### src/hdl/rpar_pkg.sv
package rpar_pkg;

  localparam int unsigned AngleMax = 19000;
  localparam int unsigned AngleMin = 1200;
  localparam int unsigned PowerScale = 1000;
  localparam logic [16:0] ResReset = 17'd24200;

  // Number of RMS lanes: line and output.
  localparam int unsigned NumLanes = 2;

  typedef enum logic {
    FUNC_MEAS = 1'b0,
    FUNC_TICK = 1'b1
  } func_e;

  // Input beat, tdata fields from the highest bit down.
  typedef struct packed {
    logic        power_off;
    logic        full_power;
    logic [7:0]  setpoint;
    logic [9:0]  sample_count;
    logic [31:0] sum_sq_out;
    logic [31:0] sum_sq_in;
  } in_data_t;

  // Result beat, tdata fields from the highest bit down.
  typedef struct packed {
    logic        count_error;
    logic [15:0] load_power_watts;
    logic [15:0] firing_angle;
    logic        regulation_ok;
    logic [15:0] output_rms;
    logic [15:0] line_rms;
  } out_data_t;

  typedef struct packed {
    logic start;
    logic done;
  } unit_ctl_t;

endpackage

### src/hdl/rpar_div.sv
// Unsigned restoring divider, one quotient bit per cycle.
module rpar_div (
  input  logic        clk_i,
  input  logic        rst_ni,
  input  logic        start_i,
  input  logic [41:0] num_i,
  input  logic [16:0] den_i,
  output logic [41:0] quo_o,
  output logic        done_o
);
  import rpar_pkg::*;

  logic [41:0] quo_q, quo_d;
  logic [17:0] rem_q, rem_d;
  logic [16:0] den_q, den_d;
  logic [5:0]  cnt_q, cnt_d;
  logic        busy_q, busy_d;
  logic        done_q, done_d;
  logic [17:0] trial;

  always_comb begin
    quo_d  = quo_q;
    rem_d  = rem_q;
    den_d  = den_q;
    cnt_d  = cnt_q;
    busy_d = busy_q;
    done_d = 1'b0;
    trial  = {rem_q[16:0], quo_q[41]};
    if (start_i) begin
      quo_d  = num_i;
      rem_d  = '0;
      den_d  = den_i;
      cnt_d  = 6'd42;
      busy_d = 1'b1;
    end else if (busy_q) begin
      if (trial >= {1'b0, den_q}) begin
        rem_d = trial - {1'b0, den_q};
        quo_d = {quo_q[40:0], 1'b1};
      end else begin
        rem_d = trial;
        quo_d = {quo_q[40:0], 1'b0};
      end
      cnt_d = cnt_q - 6'd1;
      if (cnt_q == 6'd1) begin
        busy_d = 1'b0;
        done_d = 1'b1;
      end
    end
  end

  always_ff @(posedge clk_i or negedge rst_ni) begin
    if (!rst_ni) begin
      cnt_q  <= '0;
      busy_q <= 1'b0;
      done_q <= 1'b0;
    end else begin
      cnt_q  <= cnt_d;
      busy_q <= busy_d;
      done_q <= done_d;
    end
  end

  always_ff @(posedge clk_i) begin
    quo_q <= quo_d;
    rem_q <= rem_d;
    den_q <= den_d;
  end

  assign quo_o  = quo_q;
  assign done_o = done_q;
endmodule

### src/hdl/rpar_lane.sv
// One RMS lane: mean of squares by bit-serial division, then a floor
// square root one result bit per cycle.
module rpar_lane (
  input  logic        clk_i,
  input  logic        rst_ni,
  input  logic        start_i,
  input  logic [31:0] sum_i,
  input  logic [9:0]  count_i,
  output logic [15:0] rms_o,
  output logic        done_o
);
  import rpar_pkg::*;

  typedef enum logic [1:0] {
    ST_IDLE,
    ST_DIV,
    ST_SQRT
  } state_e;

  state_e      state_q;
  logic [31:0] quo_q;
  logic [10:0] rem_q;
  logic [9:0]  den_q;
  logic [4:0]  cnt_q;
  logic [31:0] v_q;
  logic [31:0] root_q;
  logic [31:0] bit_q;
  logic        done_q;
  logic [10:0] dtrial;
  logic [31:0] rsum;
  logic [31:0] v_cur;

  assign dtrial = {rem_q[9:0], quo_q[31]};
  assign rsum   = root_q + bit_q;
  // The first root step works on the fresh quotient.
  assign v_cur  = (cnt_q == 5'd15) ? quo_q : v_q;

  always_ff @(posedge clk_i or negedge rst_ni) begin
    if (!rst_ni) begin
      state_q <= ST_IDLE;
      done_q  <= 1'b0;
      cnt_q   <= '0;
    end else begin
      case (state_q)
        ST_IDLE: begin
          done_q <= 1'b0;
          if (start_i) begin
            quo_q   <= sum_i;
            rem_q   <= '0;
            den_q   <= count_i;
            cnt_q   <= 5'd31;
            state_q <= ST_DIV;
          end
        end
        ST_DIV: begin
          if (dtrial >= {1'b0, den_q}) begin
            rem_q <= dtrial - {1'b0, den_q};
            quo_q <= {quo_q[30:0], 1'b1};
          end else begin
            rem_q <= dtrial;
            quo_q <= {quo_q[30:0], 1'b0};
          end
          if (cnt_q == 5'd0) begin
            state_q <= ST_SQRT;
            root_q  <= '0;
            bit_q   <= 32'h4000_0000;
            cnt_q   <= 5'd15;
          end else begin
            cnt_q <= cnt_q - 5'd1;
          end
        end
        ST_SQRT: begin
          if (v_cur >= rsum) begin
            v_q    <= v_cur - rsum;
            root_q <= (root_q >> 1) + bit_q;
          end else begin
            v_q    <= v_cur;
            root_q <= root_q >> 1;
          end
          bit_q <= bit_q >> 2;
          if (cnt_q == 5'd0) begin
            state_q <= ST_IDLE;
            done_q  <= 1'b1;
          end else begin
            cnt_q <= cnt_q - 5'd1;
          end
        end
        default: state_q <= ST_IDLE;
      endcase
    end
  end

  assign rms_o  = root_q[15:0];
  assign done_o = done_q;
endmodule

### src/hdl/rms_phase_angle_regulator.sv
// Phase-angle regulator. A regulation tick (tuser high) updates the firing
// angle in ST_TICK and then offers its result from ST_OUT. A measurement
// beat runs both RMS lanes side by side (division, then square root),
// merges them and then runs the power divider before its result is offered;
// a zero sample count skips the lanes and a zero load resistance skips the
// divider. One beat is in work at a time; the next one is accepted the cycle
// after the result beat is taken.
module rms_phase_angle_regulator (
  input  logic               clk_i,
  input  logic               rst_ni,
  input  logic               cfg_we_i,
  input  logic [16:0]        cfg_wdata_i,
  input  logic               s_axis_tvalid,
  output logic               s_axis_tready,
  // sum_sq_in, sum_sq_out, sample_count, setpoint, full_power, power_off, pad
  input  logic [87:0]        s_axis_tdata,
  // func
  input  logic               s_axis_tuser,
  output logic               m_axis_tvalid,
  input  logic               m_axis_tready,
  // line_rms, output_rms, regulation_ok, firing_angle, load_power_watts,
  // count_error, pad
  output logic [71:0]        m_axis_tdata
);
  import rpar_pkg::*;

  typedef enum logic [2:0] {
    ST_IDLE,
    ST_LANES,
    ST_MERGE,
    ST_POWER,
    ST_TICK,
    ST_OUT
  } state_e;

  state_e      state_q;
  logic [16:0] res_q;
  in_data_t    in_q;
  logic        err_q;
  logic [15:0] line_q, outr_q, angle_q, power_q;
  logic        ok_q;
  logic [NumLanes-1:0] lane_done_q;
  logic        lane_start;
  logic        div_start;
  logic [15:0] lane_rms [NumLanes];
  logic [NumLanes-1:0] lane_done;
  logic [41:0] div_quo;
  logic        div_done;
  logic [15:0] u_sel;
  logic [31:0] u_sq_q;
  logic [41:0] num;
  logic signed [18:0] ang_s;
  in_data_t    in_w;

  assign in_w = in_data_t'(s_axis_tdata[83:0]);
  assign s_axis_tready = (state_q == ST_IDLE);
  assign lane_start = (state_q == ST_IDLE) && s_axis_tvalid
                      && (s_axis_tuser == FUNC_MEAS) && (in_w.sample_count != '0);

  rpar_lane u_lane_line (
    .clk_i, .rst_ni, .start_i(lane_start), .sum_i(in_w.sum_sq_in),
    .count_i(in_w.sample_count), .rms_o(lane_rms[0]), .done_o(lane_done[0])
  );
  rpar_lane u_lane_out (
    .clk_i, .rst_ni, .start_i(lane_start), .sum_i(in_w.sum_sq_out),
    .count_i(in_w.sample_count), .rms_o(lane_rms[1]), .done_o(lane_done[1])
  );

  assign u_sel = in_q.full_power ? line_q : outr_q;
  assign num   = 42'(u_sq_q) * 42'(PowerScale);
  assign div_start = (state_q == ST_MERGE) && (res_q != '0);

  rpar_div u_div (
    .clk_i, .rst_ni, .start_i(div_start), .num_i(num), .den_i(res_q),
    .quo_o(div_quo), .done_o(div_done)
  );

  assign ang_s = 19'(signed'({3'b0, angle_q})) - 19'(signed'({11'b0, in_q.setpoint}))
                 + 19'(signed'({3'b0, outr_q}));

  always_ff @(posedge clk_i) begin
    if (state_q == ST_IDLE && s_axis_tvalid) begin
      in_q <= in_w;
    end
    u_sq_q <= u_sel * u_sel;
  end

  always_ff @(posedge clk_i or negedge rst_ni) begin
    if (!rst_ni) begin
      state_q     <= ST_IDLE;
      res_q       <= ResReset;
      line_q      <= '0;
      outr_q      <= '0;
      angle_q     <= 16'(AngleMax);
      ok_q        <= 1'b0;
      power_q     <= '0;
      err_q       <= 1'b0;
      lane_done_q <= '0;
    end else begin
      if (cfg_we_i) begin
        res_q <= cfg_wdata_i;
      end
      case (state_q)
        ST_IDLE: begin
          if (s_axis_tvalid) begin
            if (s_axis_tuser == FUNC_TICK) begin
              lane_done_q <= '0;
              err_q       <= 1'b0;
              state_q     <= ST_TICK;
            end else if (in_w.sample_count == '0) begin
              err_q       <= 1'b1;
              state_q     <= ST_LANES;
              lane_done_q <= '1;
            end else begin
              lane_done_q <= '0;
              err_q       <= 1'b0;
              state_q     <= ST_LANES;
            end
          end
        end
        ST_LANES: begin
          lane_done_q <= lane_done_q | lane_done;
          if (lane_done_q == '1) begin
            if (!err_q) begin
              line_q <= lane_rms[0];
              outr_q <= lane_rms[1];
            end
            state_q <= ST_MERGE;
          end
        end
        ST_MERGE: begin
          // u_sq_q reflects the merged RMS values only once lane_done_q is cleared.
          if (lane_done_q == '1) begin
            lane_done_q <= '0;
          end else begin
            ok_q <= ({8'b0, in_q.setpoint} <= line_q);
            if (res_q == '0) begin
              power_q <= 16'hFFFF;
              state_q <= ST_OUT;
            end else begin
              state_q <= ST_POWER;
            end
          end
        end
        ST_POWER: begin
          if (div_done) begin
            power_q <= (div_quo[41:16] != '0) ? 16'hFFFF : div_quo[15:0];
            state_q <= ST_OUT;
          end
        end
        ST_TICK: begin
          if (in_q.full_power || in_q.power_off) begin
            angle_q <= 16'(AngleMax);
          end else if (ang_s > signed'(19'(AngleMax))) begin
            angle_q <= 16'(AngleMax);
          end else if (ang_s < signed'(19'(AngleMin))) begin
            angle_q <= 16'(AngleMin);
          end else begin
            angle_q <= ang_s[15:0];
          end
          state_q <= ST_OUT;
        end
        ST_OUT: begin
          if (m_axis_tready) begin
            state_q <= ST_IDLE;
          end
        end
        default: state_q <= ST_IDLE;
      endcase
    end
  end

  out_data_t res_w;
  assign res_w = '{count_error: err_q, load_power_watts: power_q,
                   firing_angle: angle_q, regulation_ok: ok_q,
                   output_rms: outr_q, line_rms: line_q};
  assign m_axis_tvalid = (state_q == ST_OUT);
  assign m_axis_tdata  = {6'b0, res_w};
endmodule
### config.mk
export PLATFORM = sky130hd
export DESIGN_NAME = rms_phase_angle_regulator
export DESIGN_NICKNAME = d
export VERILOG_FILES = /design/src/hdl/rpar_pkg.sv /design/src/hdl/rpar_div.sv /design/src/hdl/rpar_lane.sv /design/src/hdl/rms_phase_angle_regulator.sv
export SDC_FILE = /design/constraint.sdc
export NUM_CORES = 2
export LEC_CHECK = 0
export BUFFER_PORTS_ARGS = -buffer_cell sky130_fd_sc_hd__buf_2
export CORE_ASPECT_RATIO = 1.25
export CORE_MARGIN = 3
export CORE_UTILIZATION = 45
export CTS_CLUSTER_SIZE = 10
export DETAILED_ROUTE_END_ITERATION = 6
export PLACE_DENSITY = 0.58
export REMOVE_ABC_BUFFERS = 1
export SLEW_MARGIN = 10
export SYNTH_ARGS = -nofsm -noshare
export SYNTH_HDL_FRONTEND = slang
export SYNTH_SLANG_ARGS = --single-unit
### constraint.sdc
create_clock -name clk_i -period 9.6 [get_ports clk_i]
set_input_delay 0.96 -clock clk_i [delete_from_list [all_inputs] [get_ports clk_i]]
set_output_delay 0.96 -clock clk_i [all_outputs]
set_load 0.01 [all_outputs]
; ---- Word level (Yosys, flattened, before mapping)
; Cells that the tools add are included.
[word_totals]
register_bits = 526
inputBits = 111
wordCells = 219
[op_classes]
addsub = 14
eq_ne = 28
n_lt_le_gt_ge = 8
n_mul = 2
bitwise_logic = 4
n_reduce_logical = 46
muxes = 79
[ops]
columns = cell, count
row1 = 32-bit two-way mux, 12
row2 = 32-bit one-hot mux with 2 select lines, 6
row3 = 16-bit two-way mux, 8
row4 = 42-bit two-way mux, 2
row5 = 31-bit by 32-bit adder with 32-bit output, 2
row6 = 32-bit adder, 2
row7 = 32-bit greater-or-equal comparator, 2
row8 = 32-bit subtractor, 2
row9 = 10-bit one-hot mux with 2 select lines, 2
row10 = 32-bit by 7-bit multiplier with 39-bit output (second input constant), 1
row11 = 3-bit AND reduction, 12
row12 = 16-bit by 16-bit multiplier with 32-bit output, 1
row13 = 16-bit one-hot mux with 2 select lines, 1
row14 = 10-bit two-way mux, 3
row15 = 5-bit one-hot mux with 3 select lines, 2
row16 = 26-bit nonzero test, 1
row17 = 5-bit two-way mux, 5
row18 = 11-bit by 10-bit greater-or-equal comparator with 1-bit output, 2
row19 = 3-bit two-way mux, 7
row20 = 10-bit subtractor, 2
row21 = 17-bit by 17-bit adder with 18-bit output, 1
row22 = 18-bit by 17-bit greater-or-equal comparator with 1-bit output, 1
row23 = 18-bit by 16-bit greater-than comparator with 1-bit output (second input constant), 1
row24 = 18-bit by 12-bit less-than comparator with 1-bit output (second input constant), 1
row25 = other kinds (37), 102

; ---- Longest topological paths before layout
[depth]
depth_word = 6
ltp_mapped = 29
ltp_nobuf = 27

; ---- Modules after synthesis
; A second synthesis with hierarchy kept.
[unflattened]
hier_cells = 4323
area_unflattened_um2 = 43681.9
[by_module_without_submodules]
columns = mod, seq_area_each_um2, instances, area_each_um2, cells_each
row1 = rms_phase_angle_regulator, 3139.3, 1, 18342.6, 1857
row2 = rpar_lane at u_lane_out, 4164.0, 1, 10566.4, 1064
row3 = rpar_lane at u_lane_line, 4164.0, 1, 10323.7, 1025
row4 = rpar_div, 2312.2, 1, 4449.3, 377

; ---- Worst setup path before layout
; OpenSTA, ideal clock, no wires.
[synth_path]
path_type = reg-to-reg
startpoint = register in_q[82] in the netlist's numbering
endpoint = register u_sq_q[30]
stages_incl_launch_ff = 29
t_required_ns = 9.528
arrival_time_ns = 7.502
setup_ns = 0.072
path_buffers = 3
synth_period_minus_slack_ns = 7.575
slack_ns = 2.025
path_cell_list = edfxtp_1 clkbuf_1 buf_1 buf_1 mux2i_1 inv_1 nand2_1 inv_1 fa_1 inv_1 fa_1 inv_1 fa_1 fa_1 fa_1 inv_1 fa_1 inv_1 ha_1 a21o_1 a21o_1 a311o_1 o41ai_2 nand3_1 a221o_1 a2111oi_2 o21bai_1 a21oi_1 xnor2_1
[synth_between]
elab_chain_cells = 2
[synth_rtl]
columns = item, line
row1 = start: declaration, rms_phase_angle_regulator.sv:38  ; in_data_t in_q;
row2 = start signal: assignment, rms_phase_angle_regulator.sv:83  ; in_q <= in_w;
row3 = 16-bit two-way mux, rms_phase_angle_regulator.sv:69  ; assign u_sel = in_q.full_power ? line_q : outr_q;
row4 = 16-bit by 16-bit multiplier with 32-bit output, rms_phase_angle_regulator.sv:85  ; u_sq_q <= u_sel * u_sel;
row5 = end signal: assignment, rms_phase_angle_regulator.sv:85
row6 = end: declaration, rms_phase_angle_regulator.sv:50  ; logic [31:0] u_sq_q;
; No other way between the ends.
; A chain may end at the register's enable or synchronous reset.

; ---- Worst setup path in the final report
; Same ends and word-level chain as after synthesis.

==> flow_metrics.env <==
export IMPL_status="complete, no violations"
export IMPL_maxSlewHeadroom_pct=21.38
export IMPL_dp_hpwl_mm=79.39
export IMPL_final_antenna_net_count=0
export IMPL_grt_usage_pct=20.96
export IMPL_ctsRootBufferMaster="clkbuf_16"
export IMPL_ff2ff_path_depth=24
export IMPL_path_max_fanout=16
export IMPL_synth_enable_flop_cells=330
export IMPL_h_tree_depth=2
export IMPL_grt_start_max_net_pins=82
export IMPL_synth_xor_xnor_area_share_pct=5.509
export IMPL_ys_seq_elements=493
export IMPL_synth_top_area_share_pct=23.17
export IMPL_multiInputGateArea_um2=26660
export IMPL_max_freq_mhz=125.3
export IMPL_r2r_start="in_q[82]"
export IMPL_crit_required_ps=10140
export IMPL_r2r_slack_ps=1620
export IMPL_ys_warn_count=0
export IMPL_leakage_nw=21.38
export IMPL_fin_crit_sh_pct=83.14
export IMPL_cts_made_buffers=59
export IMPL_slew_violations=0
export IMPL_layout_drive_gt1_share_pct=12.40
export IMPL_drtIter0Drc=1809
export IMPL_post_cts_resized=0
export IMPL_portBuffers=174
export IMPL_cp_slowest_cell="edfxtp_1"
export IMPL_grt_antenna_before_repair=4
export IMPL_syn_area_um2=42770
export IMPL_final_hold_violation_count=0
export IMPL_final_cell_mix="inv_1, ha_1, nor2_1"
export IMPL_yosys_area_top_type="edfxtp_1"
export IMPL_drc_errors=0
export IMPL_start_util_pct=45.73
export IMPL_r2r_end="u_sq_q[30]"
export IMPL_cts_hold_buffers=0
export IMPL_postCtsSetupRepairBufs=0
export IMPL_grt_setup_unrepaired="false"
export IMPL_preCtsSetupSlack_ps=1620
export IMPL_vias=31090
export IMPL_die_height_um=350.7
export IMPL_end_kind="flop"
export IMPL_drt_pass1_iter_count=5
export IMPL_stdcell_count=5707
export IMPL_gp_congestion=0.8737
export IMPL_total_power_w=0.008540
export IMPL_mostFrequentLayoutCell="inv_1"
export IMPL_grt_pass1_vias=31480
export IMPL_nets=5241
export IMPL_fin_tns_setup_ps=0
export IMPL_cp_common_cell="fa_1"
export IMPL_seqCellArea_um2=13750
export IMPL_wl_per_cell_um=17.93
export IMPL_synthToLayoutAreaGrowth_pct=9.397
export IMPL_hold_slack_ps=267.4
export IMPL_fp_coreArea_um2=93530
export IMPL_boundaryPins=185
export IMPL_drt_wl_total_mm=102.3
export IMPL_critPathLaunchType="flop"
export IMPL_yosysSeqAreaShare_pct=32.15
export IMPL_rows=125
export IMPL_setup_violations_final=0
export IMPL_synth_top_family_by_area="adder cells"
export IMPL_dp_cells=5594
export IMPL_ys_flop_type="edfxtp_1"
export IMPL_worst_pin_slew_ps=1179
export IMPL_synthAdderAreaFrac_pct=24.89
export IMPL_synthSimpleGateAreaFrac_pct=11.78
export IMPL_muxShareOfSynthArea_pct=6.787
export IMPL_grt_pass1_wl_mm=165.7
export IMPL_fin_ws_ps=1618
export IMPL_routed_via_density=5.448
export IMPL_cts_clk_slew_worst_paths_ps=60
export IMPL_clkLatencyLatePin_ps=660
export IMPL_synth_top_cells_by_area="edfxtp_1, fa_1, ha_1"
export IMPL_critPathArrivalTime_ps=8520
export IMPL_synth_compound_area_share_pct=13.16
export IMPL_irDropWorstVdd_uv=169.1
export IMPL_fp_dieW_um=281.7
export IMPL_power_density_nw_per_um2=182.5
export IMPL_synth_avg_cell_area_um2=9.955
export IMPL_maxCapViolCount=0
export IMPL_die_area_um2=98800
export IMPL_syn_inst=4296
export IMPL_final_setup_skew_ps=45.96
export IMPL_slowest_delay_ps=570
export IMPL_clkSinkCount=493
export IMPL_yosysUniqueCellTypes=89
export IMPL_cts_tree="yes"
export IMPL_path_cells="buf_4 -> mux2i_1 -> inv_1 -> nand2_1 -> fa_1 -> fa_1 -> inv_1 -> fa_1 -> fa_1 -> fa_1 -> inv_1 -> fa_1 -> inv_1 -> ha_1 -> a21o_1 -> a21o_1 -> a311o_1 -> o41ai_2 -> nand3_1 -> a221o_1 -> a2111oi_2 -> o21bai_1 -> a21oi_1 -> xnor2_1"
export IMPL_clk_path_buf_depth=3
export IMPL_worst_setup_path_type="reg2reg"
export IMPL_post_route_min_period_ps=7982
export IMPL_overflow=0
export IMPL_hold_path_class="in2async"
export IMPL_fill_cells=8817
export IMPL_async_flop_share_pct=22.72
[cell usage after synthesis, types with 65 or more instances]
cell,instances
mux2i_1,65
inv_1,502
xor2_1,108
clkbuf_1,77
edfxtp_1,330
xnor2_1,161
dfrtp_1,99
a21oi_1,211
mux2_2,194
o21ai_0,245
a21o_1,73
nand2_1,328
nor2_1,339
ha_1,398
nand3_1,68
fa_1,283
[power by group]
group | switching [W] | internal (W) | total (W) | leakage (nW)
combinational | 0.00203 | 0.00147 | 0.00350 | 15.6
sequential | 0.000261 | 0.00265 | 0.00291 | 4.91
clock | 0.000923 | 0.00121 | 0.00213 | 0.862
total | 0.00322 | 0.00532 | 0.00854 | 21.4
[critical path, delay by kind of cell, from the launching register on]
family | cells | cell delay (ps)
adders and majority gates | 7 | 3280
xor gates and xnor gates | 1 | 130
and+or+nand+nor | 2 | 390
muxes | 1 | 570
AOI/OAI and AO/OA | 8 | 2050
DFF | 1 | 570
buffers and inverters | 5 | 890
[state kept, by name (all words and copies together), names as in the netlist, 17 cells and up]
signal	count
u_lane_line.root_q	32
u_div.den_q	17
u_lane_out.quo_q	32
u_div.rem_q	17
res_q	17
u_lane_out.root_q	32
u_lane_out.v_q	32
u_lane_line.v_q	32
u_div.quo_o	42
u_sq_q	31
u_lane_line.quo_q	32
[routing by layer]
metal / GRT usage, % / wire length (µm) / part of all wire, %
met1: 27.25 / 45390 / 44
met2: 36.04 / 48940 / 48
met3: 3.647 / 5250 / 5.1
met4: 5.528 / 2666 / 2.6
met5: 0.6410 / 82 / 0.080
[per-stage QoR]
stage	cell area, µm²	util [%]
final	46790	50.03
after global routing	46790	50.03
after CTS	46780	50.02
after detailed placement	44980	48.10
after global placement	44980	48.10
after floorplan	42250	-
[how the worst max path moves through the flow]
stage | startpoint | endpoint | slack [ps] | cells past startpoint
global route | in_q[82] | u_sq_q[30] | 1160 | 24
floorplan | u_lane_out.root_q[2] | u_lane_out.root_q[17] | 1350 | 18
detailed placement | in_q[82] | u_sq_q[30] | 1620 | 24
global placement | in_q[82] | u_sq_q[30] | 1640 | 24
finish | in_q[82] | u_sq_q[30] | 1620 | 24
CTS | in_q[82] | u_sq_q[30] | 1600 | 24
[logic make-up after synthesis]
kind of cell,Yosys count
AND/OR/NAND/NOR,1084
other,2
multiplexers,265
flip-flops,493
XOR/XNOR,269
adder cells (fa/ha/maj),681
buffers and inverters,630
AO/OA/AOI/OAI,872
[cell type report]
type                    instances  area share (%)
flip-flops and latches        493           29.39
repair buffers                210           2.479
inverters                     507           4.068
well taps                    1206           3.225
clock inverters                 7          0.1578
multi-input cells            3178           56.98
diodes                          2         0.01070
clock buffers                 104           3.688
Note: power is estimated with default switching activity, not from simulation.
